==> config.mk <==
export PLATFORM = sky130hd
export DESIGN_NAME = sliding_window_distinct_detector
export DESIGN_NICKNAME = d
export VERILOG_FILES = /design/src/rtl/swdd_pkg.sv /design/src/rtl/swdd_ram.sv /design/src/rtl/swdd_window.sv /design/src/rtl/swdd_tally.sv /design/src/rtl/sliding_window_distinct_detector.sv
export SDC_FILE = /design/constraint.sdc
export NUM_CORES = 1
export LEC_CHECK = 0
export ABC_AREA = 0
export BUFFER_PORTS_ARGS = -buffer_cell sky130_fd_sc_hd__buf_2
export CAP_MARGIN = 25
export CELL_PAD_IN_SITES_DETAIL_PLACEMENT = 0
export CELL_PAD_IN_SITES_GLOBAL_PLACEMENT = 1
export CORE_MARGIN = 10
export CORE_UTILIZATION = 60
export CTS_BUF_LIST = sky130_fd_sc_hd__clkbuf_4 sky130_fd_sc_hd__clkbuf_8
export DETAILED_ROUTE_END_ITERATION = 12
export PLACE_DENSITY_LB_ADDON = 0.08
export SLEW_MARGIN = 20
export SYNTH_ARGS = -nofsm -noshare
export SYNTH_HDL_FRONTEND = slang
export SYNTH_HIERARCHICAL = 1
export SYNTH_SLANG_ARGS = --single-unit
export TNS_END_PERCENT = 10
==> constraint.sdc <==
create_clock -name clock -period 13.5 [get_ports clock]
set_clock_uncertainty 0.05 [all_clocks]
set_input_delay 1.35 -clock clock [delete_from_list [all_inputs] [get_ports clock]]
set_output_delay 1.35 -clock clock [all_outputs]
set_load 0.005 [all_outputs]
==> src/rtl/swdd_pkg.sv <==
// Shared constants and types for the sliding window distinct detector.
`timescale 1ns / 1ps

package swdd_pkg;

   // Field widths fixed by the interface
   localparam int SYM_W = 7;
   localparam int LEN_W = 4;
   localparam int CNT_W = 4;
   localparam int POS_W = 32;

   // ASCII code of the first letter of the alphabet
   localparam logic [SYM_W-1:0] FIRST_LETTER = 7'd97;

   // Window length after reset
   localparam logic [LEN_W-1:0] LEN_RESET = 4'd4;

   // Result queue depth and its index widths
   localparam int QDEPTH = 4;
   localparam int QAW    = $clog2(QDEPTH);
   localparam int QCW    = $clog2(QDEPTH + 3);

   // Control bits that travel with one beat down the pipeline
   typedef struct packed {
      logic valid;
      logic start;
      logic letter_ok;
      logic evict;
      logic full;
   } swdd_ctl_type;

   // One result beat
   typedef struct packed {
      logic             found;
      logic [POS_W-1:0] position;
      logic [CNT_W-1:0] distinct;
   } swdd_result_type;

endpackage

==> src/rtl/swdd_ram.sv <==
// Generic single-write, single-read synchronous RAM with registered, read-first output.
`timescale 1ns / 1ps

module swdd_ram #(
   parameter int WIDTH = 8,
   parameter int DEPTH = 16
) (
   input  logic                     clock,
   input  logic                     wr_en,
   input  logic [$clog2(DEPTH)-1:0] wr_addr,
   input  logic [WIDTH-1:0]         wr_data,
   input  logic [$clog2(DEPTH)-1:0] rd_addr,
   output logic [WIDTH-1:0]         rd_data
);

   logic [WIDTH-1:0] mem_ff [DEPTH];
   logic [WIDTH-1:0] rd_data_ff;

   // Read old contents, then write
   always_ff @(posedge clock) begin
      rd_data_ff <= mem_ff[rd_addr];
      if (wr_en) begin
         mem_ff[wr_addr] <= wr_data;
      end
   end

   assign rd_data = rd_data_ff;

endmodule

==> src/rtl/swdd_window.sv <==
// Front stage: window length register, letter decode, ring of recent letters and position.
`timescale 1ns / 1ps

module swdd_window import swdd_pkg::*; #(
   parameter int MAX_WINDOW    = 14,
   parameter int ALPHABET_SIZE = 26
) (
   input  logic                             clock,
   input  logic                             reset,
   input  logic                             csr_wr_en,
   input  logic [LEN_W-1:0]                 csr_wr_data,
   input  logic                             in_accept,
   input  logic [SYM_W-1:0]                 in_symbol,
   input  logic                             in_start,
   output swdd_ctl_type                     b_ctl,
   output logic [$clog2(ALPHABET_SIZE)-1:0] b_letter,
   output logic [$clog2(ALPHABET_SIZE)-1:0] b_evicted,
   output logic [LEN_W-1:0]                 b_len,
   output logic [POS_W-1:0]                 b_position
);

   localparam int LW = $clog2(ALPHABET_SIZE);
   localparam int RW = $clog2(MAX_WINDOW);

   logic [LEN_W-1:0] window_length_ff;
   logic [LEN_W-1:0] eff_len;
   logic [LEN_W-1:0] fill_ff, fill_in;
   logic [LEN_W-1:0] oldest_ff, oldest_in;
   logic [POS_W-1:0] pos_ff, pos_in;
   logic [LEN_W-1:0] base_fill, base_oldest, slot;
   logic [POS_W-1:0] base_pos;
   logic [SYM_W-1:0] sym_off;
   logic             letter_ok;
   logic [LW-1:0]    letter;
   logic             evict;
   logic             ring_wr_en;

   swdd_ctl_type     b_ctl_ff;
   logic [LW-1:0]    b_letter_ff;
   logic [LEN_W-1:0] b_len_ff;
   logic [POS_W-1:0] b_pos_ff;

   // Clamp the programmed length into the supported range
   always_comb begin
      if (window_length_ff == '0) begin
         eff_len = LEN_W'(1);
      end else if (32'(window_length_ff) > MAX_WINDOW) begin
         eff_len = LEN_W'(MAX_WINDOW);
      end else begin
         eff_len = window_length_ff;
      end
   end

   // Decode the symbol into a letter index
   assign sym_off   = in_symbol - FIRST_LETTER;
   assign letter_ok = (in_symbol >= FIRST_LETTER) && (32'(sym_off) < ALPHABET_SIZE);
   assign letter    = LW'(sym_off);

   // Pick the ring slot and advance fill, oldest slot and position
   always_comb begin
      base_fill   = in_start ? '0 : fill_ff;
      base_oldest = in_start ? '0 : oldest_ff;
      base_pos    = in_start ? '0 : pos_ff;
      fill_in     = base_fill;
      oldest_in   = base_oldest;
      pos_in      = base_pos;
      slot        = base_fill;
      evict       = 1'b0;
      if (letter_ok) begin
         if (base_fill < eff_len) begin
            slot    = base_fill;
            fill_in = base_fill + LEN_W'(1);
         end else begin
            slot  = base_oldest;
            evict = 1'b1;
            if (base_oldest + LEN_W'(1) >= eff_len) begin
               oldest_in = '0;
            end else begin
               oldest_in = base_oldest + LEN_W'(1);
            end
         end
         if (base_pos != '1) begin
            pos_in = base_pos + POS_W'(1);
         end
      end
   end

   // Hold window length; a write restarts the stream
   always_ff @(posedge clock) begin
      if (reset) begin
         window_length_ff <= LEN_RESET;
         fill_ff          <= '0;
         oldest_ff        <= '0;
         pos_ff           <= '0;
      end else if (csr_wr_en) begin
         window_length_ff <= csr_wr_data;
         fill_ff          <= '0;
         oldest_ff        <= '0;
         pos_ff           <= '0;
      end else if (in_accept) begin
         fill_ff   <= fill_in;
         oldest_ff <= oldest_in;
         pos_ff    <= pos_in;
      end
   end

   // Ring of recent letters; the read returns the letter being evicted
   assign ring_wr_en = in_accept & letter_ok;

   swdd_ram #(
      .WIDTH (LW),
      .DEPTH (MAX_WINDOW)
   ) u_ring (
      .clock   (clock),
      .wr_en   (ring_wr_en),
      .wr_addr (RW'(slot)),
      .wr_data (letter),
      .rd_addr (RW'(slot)),
      .rd_data (b_evicted)
   );

   // Advance the beat to the count stage
   always_ff @(posedge clock) begin
      if (reset) begin
         b_ctl_ff <= '0;
      end else begin
         b_ctl_ff.valid     <= in_accept;
         b_ctl_ff.start     <= in_start;
         b_ctl_ff.letter_ok <= letter_ok;
         b_ctl_ff.evict     <= evict;
         b_ctl_ff.full      <= (fill_in == eff_len);
      end
   end

   always_ff @(posedge clock) begin
      b_letter_ff <= letter;
      b_len_ff    <= eff_len;
      b_pos_ff    <= pos_in;
   end

   assign b_ctl      = b_ctl_ff;
   assign b_letter   = b_letter_ff;
   assign b_len      = b_len_ff;
   assign b_position = b_pos_ff;

endmodule

==> src/rtl/swdd_tally.sv <==
// Count stage: per-letter add and remove counters in RAM, distinct total and marker flag.
`timescale 1ns / 1ps

module swdd_tally import swdd_pkg::*; #(
   parameter int ALPHABET_SIZE = 26
) (
   input  logic                             clock,
   input  logic                             reset,
   input  logic                             csr_wr_en,
   input  swdd_ctl_type                     b_ctl,
   input  logic [$clog2(ALPHABET_SIZE)-1:0] b_letter,
   input  logic [$clog2(ALPHABET_SIZE)-1:0] b_evicted,
   input  logic [LEN_W-1:0]                 b_len,
   input  logic [POS_W-1:0]                 b_position,
   output logic                             res_valid,
   output swdd_result_type                  res
);

   localparam int LW = $clog2(ALPHABET_SIZE);

   // Valid bits: an entry not written in this stream reads as zero
   logic [ALPHABET_SIZE-1:0] inc_vld_ff;
   logic [ALPHABET_SIZE-1:0] dec_vld_ff;

   swdd_ctl_type     c_ctl_ff;
   logic [LW-1:0]    c_letter_ff;
   logic [LW-1:0]    c_evicted_ff;
   logic [LEN_W-1:0] c_len_ff;
   logic [POS_W-1:0] c_pos_ff;
   logic             hit_il_ff, hit_ie_ff, hit_dl_ff, hit_de_ff;

   // Last cycle's writes, for forwarding
   logic             fi_vld_ff, fd_vld_ff;
   logic [LW-1:0]    fi_addr_ff, fd_addr_ff;
   logic [CNT_W-1:0] fi_data_ff, fd_data_ff;

   logic [CNT_W-1:0] distinct_ff;
   logic             found_ff;

   logic             clr_b;
   logic [CNT_W-1:0] inc_l_rd, inc_e_rd, dec_l_rd, dec_e_rd;
   logic [CNT_W-1:0] inc_l, inc_e, dec_l, dec_e;
   logic [CNT_W-1:0] cnt_l, cnt_e;
   logic [CNT_W-1:0] inc_wr_data, dec_wr_data;
   logic             inc_wr_en, dec_wr_en;
   logic [CNT_W-1:0] base_dist, dist_new;
   logic             base_found, found_now;

   // A start beat in this stage drops the older beat's writes and clears valid bits
   assign clr_b = b_ctl.valid & b_ctl.start;

   // Add counters, read at the new letter and at the evicted letter
   swdd_ram #(
      .WIDTH (CNT_W),
      .DEPTH (ALPHABET_SIZE)
   ) u_inc_l (
      .clock   (clock),
      .wr_en   (inc_wr_en),
      .wr_addr (c_letter_ff),
      .wr_data (inc_wr_data),
      .rd_addr (b_letter),
      .rd_data (inc_l_rd)
   );

   swdd_ram #(
      .WIDTH (CNT_W),
      .DEPTH (ALPHABET_SIZE)
   ) u_inc_e (
      .clock   (clock),
      .wr_en   (inc_wr_en),
      .wr_addr (c_letter_ff),
      .wr_data (inc_wr_data),
      .rd_addr (b_evicted),
      .rd_data (inc_e_rd)
   );

   // Remove counters, read at the same two letters
   swdd_ram #(
      .WIDTH (CNT_W),
      .DEPTH (ALPHABET_SIZE)
   ) u_dec_l (
      .clock   (clock),
      .wr_en   (dec_wr_en),
      .wr_addr (c_evicted_ff),
      .wr_data (dec_wr_data),
      .rd_addr (b_letter),
      .rd_data (dec_l_rd)
   );

   swdd_ram #(
      .WIDTH (CNT_W),
      .DEPTH (ALPHABET_SIZE)
   ) u_dec_e (
      .clock   (clock),
      .wr_en   (dec_wr_en),
      .wr_addr (c_evicted_ff),
      .wr_data (dec_wr_data),
      .rd_addr (b_evicted),
      .rd_data (dec_e_rd)
   );

   // Advance the beat and sample valid bits alongside the reads
   always_ff @(posedge clock) begin
      if (reset) begin
         c_ctl_ff <= '0;
      end else begin
         c_ctl_ff <= b_ctl;
      end
   end

   always_ff @(posedge clock) begin
      c_letter_ff  <= b_letter;
      c_evicted_ff <= b_evicted;
      c_len_ff     <= b_len;
      c_pos_ff     <= b_position;
      hit_il_ff    <= inc_vld_ff[b_letter]  & ~clr_b;
      hit_ie_ff    <= inc_vld_ff[b_evicted] & ~clr_b;
      hit_dl_ff    <= dec_vld_ff[b_letter]  & ~clr_b;
      hit_de_ff    <= dec_vld_ff[b_evicted] & ~clr_b;
   end

   // Merge RAM data with last cycle's writes
   always_comb begin
      if (fi_vld_ff && fi_addr_ff == c_letter_ff) begin
         inc_l = fi_data_ff;
      end else begin
         inc_l = hit_il_ff ? inc_l_rd : '0;
      end
      if (fi_vld_ff && fi_addr_ff == c_evicted_ff) begin
         inc_e = fi_data_ff;
      end else begin
         inc_e = hit_ie_ff ? inc_e_rd : '0;
      end
      if (fd_vld_ff && fd_addr_ff == c_letter_ff) begin
         dec_l = fd_data_ff;
      end else begin
         dec_l = hit_dl_ff ? dec_l_rd : '0;
      end
      if (fd_vld_ff && fd_addr_ff == c_evicted_ff) begin
         dec_e = fd_data_ff;
      end else begin
         dec_e = hit_de_ff ? dec_e_rd : '0;
      end
   end

   // Letter count in window is adds minus removes
   assign cnt_l = inc_l - dec_l;
   assign cnt_e = inc_e - dec_e;

   assign inc_wr_en   = c_ctl_ff.valid & c_ctl_ff.letter_ok & ~clr_b;
   assign dec_wr_en   = inc_wr_en & c_ctl_ff.evict;
   assign inc_wr_data = inc_l + CNT_W'(1);
   assign dec_wr_data = dec_e + CNT_W'(1);

   // Update the distinct total and raise the marker once per stream
   always_comb begin
      base_dist  = c_ctl_ff.start ? '0 : distinct_ff;
      base_found = c_ctl_ff.start ? 1'b0 : found_ff;
      dist_new   = base_dist;
      found_now  = 1'b0;
      if (c_ctl_ff.letter_ok) begin
         if (cnt_l == '0) begin
            dist_new = dist_new + CNT_W'(1);
         end
         if (c_ctl_ff.evict && c_evicted_ff != c_letter_ff && cnt_e == CNT_W'(1)) begin
            dist_new = dist_new - CNT_W'(1);
         end
         found_now = ~base_found & c_ctl_ff.full & (dist_new == c_len_ff);
      end
   end

   // Hold stream totals and valid bits
   always_ff @(posedge clock) begin
      if (reset || csr_wr_en) begin
         distinct_ff <= '0;
         found_ff    <= 1'b0;
         inc_vld_ff  <= '0;
         dec_vld_ff  <= '0;
         fi_vld_ff   <= 1'b0;
         fd_vld_ff   <= 1'b0;
      end else begin
         if (c_ctl_ff.valid) begin
            distinct_ff <= dist_new;
            found_ff    <= base_found | found_now;
         end
         if (clr_b) begin
            inc_vld_ff <= '0;
            dec_vld_ff <= '0;
         end else begin
            if (inc_wr_en) begin
               inc_vld_ff[c_letter_ff] <= 1'b1;
            end
            if (dec_wr_en) begin
               dec_vld_ff[c_evicted_ff] <= 1'b1;
            end
         end
         fi_vld_ff <= inc_wr_en;
         fd_vld_ff <= dec_wr_en;
      end
   end

   always_ff @(posedge clock) begin
      fi_addr_ff <= c_letter_ff;
      fi_data_ff <= inc_wr_data;
      fd_addr_ff <= c_evicted_ff;
      fd_data_ff <= dec_wr_data;
   end

   assign res_valid     = c_ctl_ff.valid;
   assign res.found     = found_now;
   assign res.position  = c_pos_ff;
   assign res.distinct  = dist_new;

endmodule

==> src/rtl/sliding_window_distinct_detector.sv <==
// Sliding window distinct detector: top level with result queue and flow control.
`timescale 1ns / 1ps

// Takes one lowercase letter per cycle while req_ready is high and returns one
// result beat per letter: the position in the stream, the number of different
// letters in the last window_length letters, and a marker on the first letter
// that completes a full window of all-different letters. Throughput is one
// letter per clock, back to back, while req_ready is high; a result reaches
// the output through the ring RAM read at the accepting edge, then the counter
// RAM read, then the write into the result queue. A four-entry result queue
// lets the input keep flowing while the output stalls; req_ready drops only
// when the queue plus the two beats in flight would overflow it. There is no
// clearing pass after reset: per-letter valid bits clear the counters at once,
// so the block takes letters from the first cycle after reset. A start flag on
// a letter, or a write to the window length register, begins a new stream;
// configure only while no beats are in flight.
module sliding_window_distinct_detector import swdd_pkg::*; #(
   parameter int MAX_WINDOW    = 14,
   parameter int ALPHABET_SIZE = 26
) (
   input  logic             clock,
   input  logic             reset,
   input  logic             csr_wr_en,
   input  logic [LEN_W-1:0] csr_wr_data,
   input  logic             req_valid,
   output logic             req_ready,
   input  logic [SYM_W-1:0] req_symbol,
   input  logic             req_start_of_stream,
   output logic             rsp_valid,
   input  logic             rsp_ready,
   output logic             rsp_marker_found,
   output logic [POS_W-1:0] rsp_position,
   output logic [CNT_W-1:0] rsp_distinct_in_window
);

   localparam int LW = $clog2(ALPHABET_SIZE);

   swdd_ctl_type     b_ctl;
   logic [LW-1:0]    b_letter;
   logic [LW-1:0]    b_evicted;
   logic [LEN_W-1:0] b_len;
   logic [POS_W-1:0] b_position;
   logic             res_valid;
   swdd_result_type  res;
   logic             accept;

   swdd_result_type  q_mem_ff [QDEPTH];
   logic [QAW-1:0]   q_wr_ptr_ff, q_rd_ptr_ff;
   logic [QCW-1:0]   q_count_ff;
   logic [QCW-1:0]   occupancy;
   logic             push, pop;
   swdd_result_type  q_head;

   assign accept = req_valid & req_ready;

   swdd_window #(
      .MAX_WINDOW    (MAX_WINDOW),
      .ALPHABET_SIZE (ALPHABET_SIZE)
   ) u_window (
      .clock       (clock),
      .reset       (reset),
      .csr_wr_en   (csr_wr_en),
      .csr_wr_data (csr_wr_data),
      .in_accept   (accept),
      .in_symbol   (req_symbol),
      .in_start    (req_start_of_stream),
      .b_ctl       (b_ctl),
      .b_letter    (b_letter),
      .b_evicted   (b_evicted),
      .b_len       (b_len),
      .b_position  (b_position)
   );

   swdd_tally #(
      .ALPHABET_SIZE (ALPHABET_SIZE)
   ) u_tally (
      .clock      (clock),
      .reset      (reset),
      .csr_wr_en  (csr_wr_en),
      .b_ctl      (b_ctl),
      .b_letter   (b_letter),
      .b_evicted  (b_evicted),
      .b_len      (b_len),
      .b_position (b_position),
      .res_valid  (res_valid),
      .res        (res)
   );

   // Reserve queue room for every beat already in the pipeline
   assign occupancy = q_count_ff + QCW'(b_ctl.valid) + QCW'(res_valid);
   assign req_ready = (occupancy < QCW'(QDEPTH));

   assign push = res_valid;
   assign pop  = rsp_valid & rsp_ready;

   // Result queue pointers and fill count
   always_ff @(posedge clock) begin
      if (reset) begin
         q_wr_ptr_ff <= '0;
         q_rd_ptr_ff <= '0;
         q_count_ff  <= '0;
      end else begin
         if (push) begin
            q_wr_ptr_ff <= q_wr_ptr_ff + QAW'(1);
         end
         if (pop) begin
            q_rd_ptr_ff <= q_rd_ptr_ff + QAW'(1);
         end
         if (push && !pop) begin
            q_count_ff <= q_count_ff + QCW'(1);
         end else if (pop && !push) begin
            q_count_ff <= q_count_ff - QCW'(1);
         end
      end
   end

   // Store result beats
   always_ff @(posedge clock) begin
      if (push) begin
         q_mem_ff[q_wr_ptr_ff] <= res;
      end
   end

   assign q_head                 = q_mem_ff[q_rd_ptr_ff];
   assign rsp_valid              = (q_count_ff != '0);
   assign rsp_marker_found       = q_head.found;
   assign rsp_position           = q_head.position;
   assign rsp_distinct_in_window = q_head.distinct;

`ifndef SYNTH
   // Queue never takes a beat when full
   assert property (@(posedge clock) disable iff (reset)
      !(push && !pop && q_count_ff == QCW'(QDEPTH)))
      else $error("result queue overflow");

   // Queued plus in-flight beats stay within the queue depth
   assert property (@(posedge clock) disable iff (reset)
      occupancy <= QCW'(QDEPTH))
      else $error("in-flight beats exceed queue room");

   // A marker can only come after at least one letter
   assert property (@(posedge clock) disable iff (reset)
      (rsp_valid && rsp_marker_found) |-> (rsp_position != '0))
      else $error("marker with zero position");

   // Letters in the window imply letters seen in the stream
   assert property (@(posedge clock) disable iff (reset)
      (rsp_valid && rsp_distinct_in_window != '0) |-> (rsp_position != '0))
      else $error("distinct count with zero position");
`endif

endmodule

== Yosys cells after proc, flatten, opt, wreduce, memory -nomap -nowiden ==
Memories as Yosys holds them, arrays and structs flattened. A register that Yosys moved wholly into a read port is not among the register bits.
Cells that the tools add are included.
Word-level totals
  flip-flop bits (word level): 229
  bits in writable memories: 634
  input port bits: 17
  output and inout port bits: 39
  word-level logic and storage cells: 176
  memories: 6
Operators by class
  add/subtract/negate cells: 16
  magnitude comparators: 12
  equality and inequality tests: 9
  multiplexer cells: 55
  bitwise logic cells: 19
  reductions and logical operators: 21
Memories
  q_mem_ff: words 4, width 37, read ports 1, clocked after memory_dff 1, write ports 1, line sliding_window_distinct_detector.sv:47  | swdd_result_type q_mem_ff [QDEPTH];
  u_tally.u_dec_e.mem_ff: words 26, width 4, read ports 1, clocked after memory_dff 1, write ports 1, line swdd_ram.sv:16  | logic [WIDTH-1:0] mem_ff [DEPTH];
  u_tally.u_dec_l.mem_ff: words 26, width 4, read ports 1, clocked after memory_dff 1, write ports 1, line swdd_ram.sv:16
  u_tally.u_inc_e.mem_ff: words 26, width 4, read ports 1, clocked after memory_dff 1, write ports 1, line swdd_ram.sv:16
  u_tally.u_inc_l.mem_ff: words 26, width 4, read ports 1, clocked after memory_dff 1, write ports 1, line swdd_ram.sv:16
  u_window.u_ring.mem_ff: words 14, width 5, read ports 1, clocked after memory_dff 1, write ports 1, line swdd_ram.sv:16
Operators by type and width (count)
  2-to-1 mux 4 bit: 25
  2-to-1 mux 32 bit: 3
  OR 26 bit: 2
  adder 32 x 1 -> 32 bit (second input constant): 1
  inequality test 32 bit (second input constant): 1
  < comparator 5 x 6 -> 1 bit (second input constant): 4
  adder 4 x 1 -> 4 bit (second input constant): 5
  binary-select mux 1 bit (select 5 bit): 4
  equality test 5 bit: 4
  2-to-1 mux 1 bit: 17
  bitwise AND 1 bit: 13
  logical AND 1 bit: 11
  demux 1 bit (select 5 bit): 2
  greater-or-equal comparator 5 x 1 -> 1 bit (second input constant): 2
  equality test 4 bit: 2
  logical NOT 4 bit: 2
  subtractor 4 bit: 2
  greater-or-equal comparator 7 bit (second input constant): 1
  < comparator 7 x 5 -> 1 bit (second input constant): 1
  subtractor 7 bit (second input constant): 1
  adder 3 x 1 -> 3 bit: 2
  2-to-1 mux 3 bit: 2
  OR reduction 2 bit: 3
  inequality test 5 bit: 1
  16 further kinds: 21

== Longest topological paths before layout ==
  depth in word-level cells: 14
  depth in mapped cells: 20
  gate-level depth less buffers: 17

== Cells and area by module ==
Netlist, hierarchy kept.
Modules (own cells, without submodules)
  swdd_ram (u_tally.u_dec_e ...): times used 4, cells each 257, area each 4365.4 um2
  sliding_window_distinct_detector: times used 1, cells each 243, area each 5881.9 um2
  swdd_tally: times used 1, cells each 576, area each 5760.5 um2
  swdd_window: times used 1, cells each 518, area each 4468.0 um2
  swdd_ram (u_window.u_ring): times used 1, cells each 137, area each 2847.7 um2

== Worst setup path after synthesis ==
No wires, ideal clock.
  path type: input to register
  start: input port req_symbol[0]
  end: memory u_window/u_ring/mem_ff[0][0] (netlist bit) (enable)
  library setup time: 0.374 ns
  arrival: 4.089 ns
  slack: 8.987 ns
  stages: 10
  buffers on the path: 0
  cells stage by stage: inv_1 > ha_1 > inv_1 > o211ai_1 > a21oi_4 > nor2_2 > nand2_1 > o21ai_0 > or3b_2 > nor3_1
RTL lines
  start, declared: line sliding_window_distinct_detector.sv:27  | input logic [SYM_W-1:0] req_symbol,
  subtractor 7 bit: line swdd_window.sv:55  | assign sym_off = in_symbol - FIRST_LETTER;
  via u_window.sym_off[1]: line swdd_window.sv:32  | logic [SYM_W-1:0] sym_off;
  < comparator 7 x 5 -> 1 bit: line swdd_window.sv:56  | assign letter_ok = (in_symbol >= FIRST_LETTER) && (32'(sym_off) < ALPHABET_SIZE);
  logical AND 1 bit: line swdd_window.sv:56
  2-to-1 mux 4 bit: line swdd_window.sv:69  | if (letter_ok) begin
  via u_window.slot[2]: line swdd_window.sv:30  | logic [LEN_W-1:0] base_fill, base_oldest, slot;
  end, declared: line swdd_ram.sv:16
The timed path passes the listed nets, and every way through them passes these cells.

== Worst setup path in the final report ==
  start: input port req_start_of_stream
  end: memory u_window/u_ring/mem_ff[8][4] (netlist bit) (enable)
On the way
  longest elaborated chain between the ends: 4
Ends and longest elaborated chain
  start, declared: line sliding_window_distinct_detector.sv:28  | input logic req_start_of_stream,
  2-to-1 mux 4 bit: line swdd_window.sv:61  | base_fill = in_start ? '0 : fill_ff;
  < comparator 4 bit: line swdd_window.sv:70  | if (base_fill < eff_len) begin
  2-to-1 mux 4 bit: line swdd_window.sv:70
  2-to-1 mux 4 bit *: line swdd_window.sv:69
  via u_window.slot[3]: line swdd_window.sv:30
Mark *: on every way through the listed nets, which the timed path passes. The rest lies on a longest branch.

==> impl_results.md <==
* Die Ht at around 270 microns
* Total Routed Length at between 70000 and 80000 microns
* Min-delay src: u_window/b_position[18]$_DFF_P_
* Via Count at 21227
* WP data arrival at 5940 ps
* Fin cells at approximately 3500
* Skew-Pair Late Insertion Delay at 780 ps
* Vias in the first global route at 21463
* Synth area leader: edfxtp_1
* Dpl cell area at between 0.03 and 0.04 sq mm
* Gpl congestion at 0.840
* # DRC at 0
* Netlist cell types at between 90 and 100
* Syn_nets at 2546
* Initial Util at approximately three fifths
* Hold Path Stages at 0
* Post-Syn Area at 0.0364 sq mm
* CP max FO at 57
* Port Buffers at 55
* Top_reg_cell synth: edfxtp_1
* R2R setup slack at 8120 ps
* Die area at 0.0710 sq mm
* Clock transition at the registers of the reported paths at 60 ps
* CP Class: input pin to flop
* CTS tree: done
* Clock Path Buffers at 3
* HP Class: flop to flop
* Max cap viols at 0
* Setup violations, final at 0
* Inserted Clock Buffers at 142
* Antenna-violating nets left at 0
* Required time worst endpoint at roughly 14000 ps
* Count leader, synth: edfxtp_1
* Seq cells post-synth at slightly below 900
* Clk sinks at 886
* Final Critical Period at about 5600 ps
* Main area contributors after synthesis: edfxtp_1, dfxtp_1, mux4_2
* Max_slew headroom at 33.4%
* Core Box Area at 0.0602 sq mm
* Post-synthesis sequential area ratio at approximately 66%
* Startpoint types: input pin
* Ys async rst share at 0%
* Largest net degree at the start of global routing at 58
* Fin area at 0.0403 sq mm
* Area grow syn2layout at 10.7%
* Setup Buffers After CTS at 0
* FILL cells at 4254
* H-Tree Depth at 4
* Clock root buffer: clkbuf_8
* Remaining Overflow, GRT at 0
* RSZ-0062 raised after global routing: no
* Power density cells at between 100 and 150 mW/mm^2
* Worst setup path startpoint: req_start_of_stream
* Share of the synthesized area in the top cell type at 52.3%
* R2r startpoint: u_tally/c_evicted_ff[2]$_DFF_P_
* Reg area at 0.0241 sq mm
* Layout cells sized above 1 at 18.6%
* Crit path capture type: flop
* FF-to-FF End: q_mem_ff[1][36]$_DFFE_PP_
* Commonest cells in the netlist: edfxtp_1, dfxtp_1, nor2_1, mux2i_1, nand2_1
* Placed insts at 3258
* Gates resized, CTS repair at 0
* Multi-input gate area at 0.0116 sq mm
* Setup TNS at 0 ps
* Hold Fails Final Rpt at 0
* Count of flip-flops with a built-in enable after synthesis at 634
* Vias per cell at 6.02
* Std cell rows at 90
* Total global-route track usage at 22.0%
* Yosys warnings at 6
* Cell count after synthesis at 2502
* Drt pass-1 iters at 6
* Maximum vdd ir drop at between 0.15 and 0.2 mV
* Status: finished, final reports clean
* Slew at the pin with the worst max-slew slack at between 900 and 1000 ps
* I/O pin cnt at 56
* Count of hold-fix buffers inserted at cts at 0
* Initial antenna violation count at 6
* Chip width at 266 microns
* Final HPWL DP at just under 50000 microns
* F_max at 179 MHz
* DRT iter0 DRCs at between 1500 and 2000
* Synth Area per Inst at about 15 sq um
* First-pass GRT wire length at around 120000 microns
* Final Cycle Share at between 40% and 50%
* Final nets at about 2700
* DR WL/cell at 22.1 microns
* Hold EP: u_tally/c_pos_ff[18]$_DFF_P_
* LEAKAGE at 14.0 nW
* R2R cell count at 18
* Final Max Tran Viols at 0
==> registers in the layout, indices dropped and copies added (netlist names), 5 cells and up, named ones only <==
name	flops
q_mem_ff	148
u_tally/c_evicted_ff	5
u_tally/c_letter_ff	5
u_tally/c_pos_ff	32
u_tally/dec_vld_ff	26
u_tally/fd_addr_ff	5
u_tally/fi_addr_ff	5
u_tally/inc_vld_ff	26
u_tally/u_dec_e/mem_ff	104
u_tally/u_dec_l/mem_ff	104
u_tally/u_inc_e/mem_ff	104
u_tally/u_inc_l/mem_ff	104
u_window/b_ctl	5
u_window/b_letter	5
u_window/b_position	32
u_window/pos_ff	32
u_window/u_ring/mem_ff	70
u_window/u_ring/rd_data	5
==> power breakdown <==
group / internal [mW] / leakage [nW] / total [mW] / switching (mW)
Sequential: 2.97 / 7.91 / 3.02 / 0.0447
Clock: 1.27 / 1.53 / 2.29 / 1.02
Combinational: 0.234 / 4.52 / 0.567 / 0.333
Total: 4.48 / 14.0 / 5.88 / 1.40
==> metrics by stage <==
| stage | utilization [%] | worst slack [ps] | hold WS [ps] | total power [mW] |
|---|---|---|---|---|
| 5_1_grt | 67.0 | 7550 | 280 | 6.11 |
| 3_3_place_gp | 61.9 | 7340 | 261 | 3.63 |
| 2_1_floorplan | - | 8990 | 260 | 3.47 |
| 3_5_place_dp | 61.9 | 7180 | 262 | 3.65 |
| 4_1_cts | 66.7 | 7840 | 269 | 5.93 |
| 6_report | 67.0 | 7910 | 273 | 5.88 |
==> worst max-delay path: stages <==
cell,delay (ps)
buf_2,80
buf_4,490
clkinv_1,690
nand2_1,310
inv_1,160
ha_1,310
o211ai_1,80
o21ai_1,220
nor3b_2,470
mux2i_1,140
nor2_1,690
nand3b_1,330
nor3_1,590
==> placed cells by master, fill, tap and decap left out, drive strengths merged, types with 8 or more instances in the layout <==
cell    count
nand2     154
a21oi     118
or3b       14
edfxtp    634
mux4      112
clkinv     44
nand3      60
or3        25
nor3       22
ha         25
nor4        8
mux2i     166
nand3b     26
and2       27
xnor2      43
a31oi      18
o311ai     17
dfxtp     252
nand4      29
a22oi      33
buf        96
inv        35
and3       15
nor3b       8
o211ai     26
o21ai      47
o31ai       8
and3b       8
o22ai       8
nand2b     13
clkbuf    203
nor2b      47
mux2       25
xor2       42
nor2      252
==> metal layers <==
layer | vias to the layer above | wire (microns) | share of wire (%) | global-route usage (%)
met2 | 676 | 36500 | 47 | 34.7
met5 | - | 0 | 0 | 0
met4 | 0 | 1880 | 2.4 | 8.18
met1 | 10587 | 34500 | 44 | 30.1
met3 | 147 | 5000 | 6.4 | 4.56
li1 | 9817 | - | - | -
==> cell type report <==
cell class / instances / share of cell area [%]
Inverter: 31 / 0.288
Clock inverter: 57 / 1.00
Clock buffer: 202 / 6.16
Multi-Input combinational cell: 1468 / 28.7
Sequential cell: 886 / 59.7
Tap cell: 782 / 2.43
Timing Repair Buffer: 97 / 1.68
Antenna cell: 2 / 0.0124
==> cell families after synthesis <==
kind of cell	after synthesis	share of synthesized area [%]
DFF	886	66.1
and+or+nand+nor	728	10.1
AOI/OAI and AO/OA	325	5.89
muxes	303	12.6
buffers and inverters	148	2.23
xor gates and xnor gates	85	2.06
adders and majority gates	27	0.969
==> how the worst max path moves through the flow <==
stage,to,slack (ps),cells past startpoint
5_1_grt,u_window/u_ring/mem_ff[8][3]$_DFFE_PP_,7550,13
3_5_place_dp,u_window/u_ring/mem_ff[8][2]$_DFFE_PP_,7180,13
2_1_floorplan,u_window/u_ring/mem_ff[0][0]$_DFFE_PP_,8990,10
6_report,u_window/u_ring/mem_ff[8][4]$_DFFE_PP_,7910,13
4_1_cts,q_mem_ff[2][36]$_DFFE_PP_,7840,17
3_3_place_gp,u_window/u_ring/mem_ff[8][2]$_DFFE_PP_,7340,13
No activity file was read; power rests on OpenSTA's default activity.
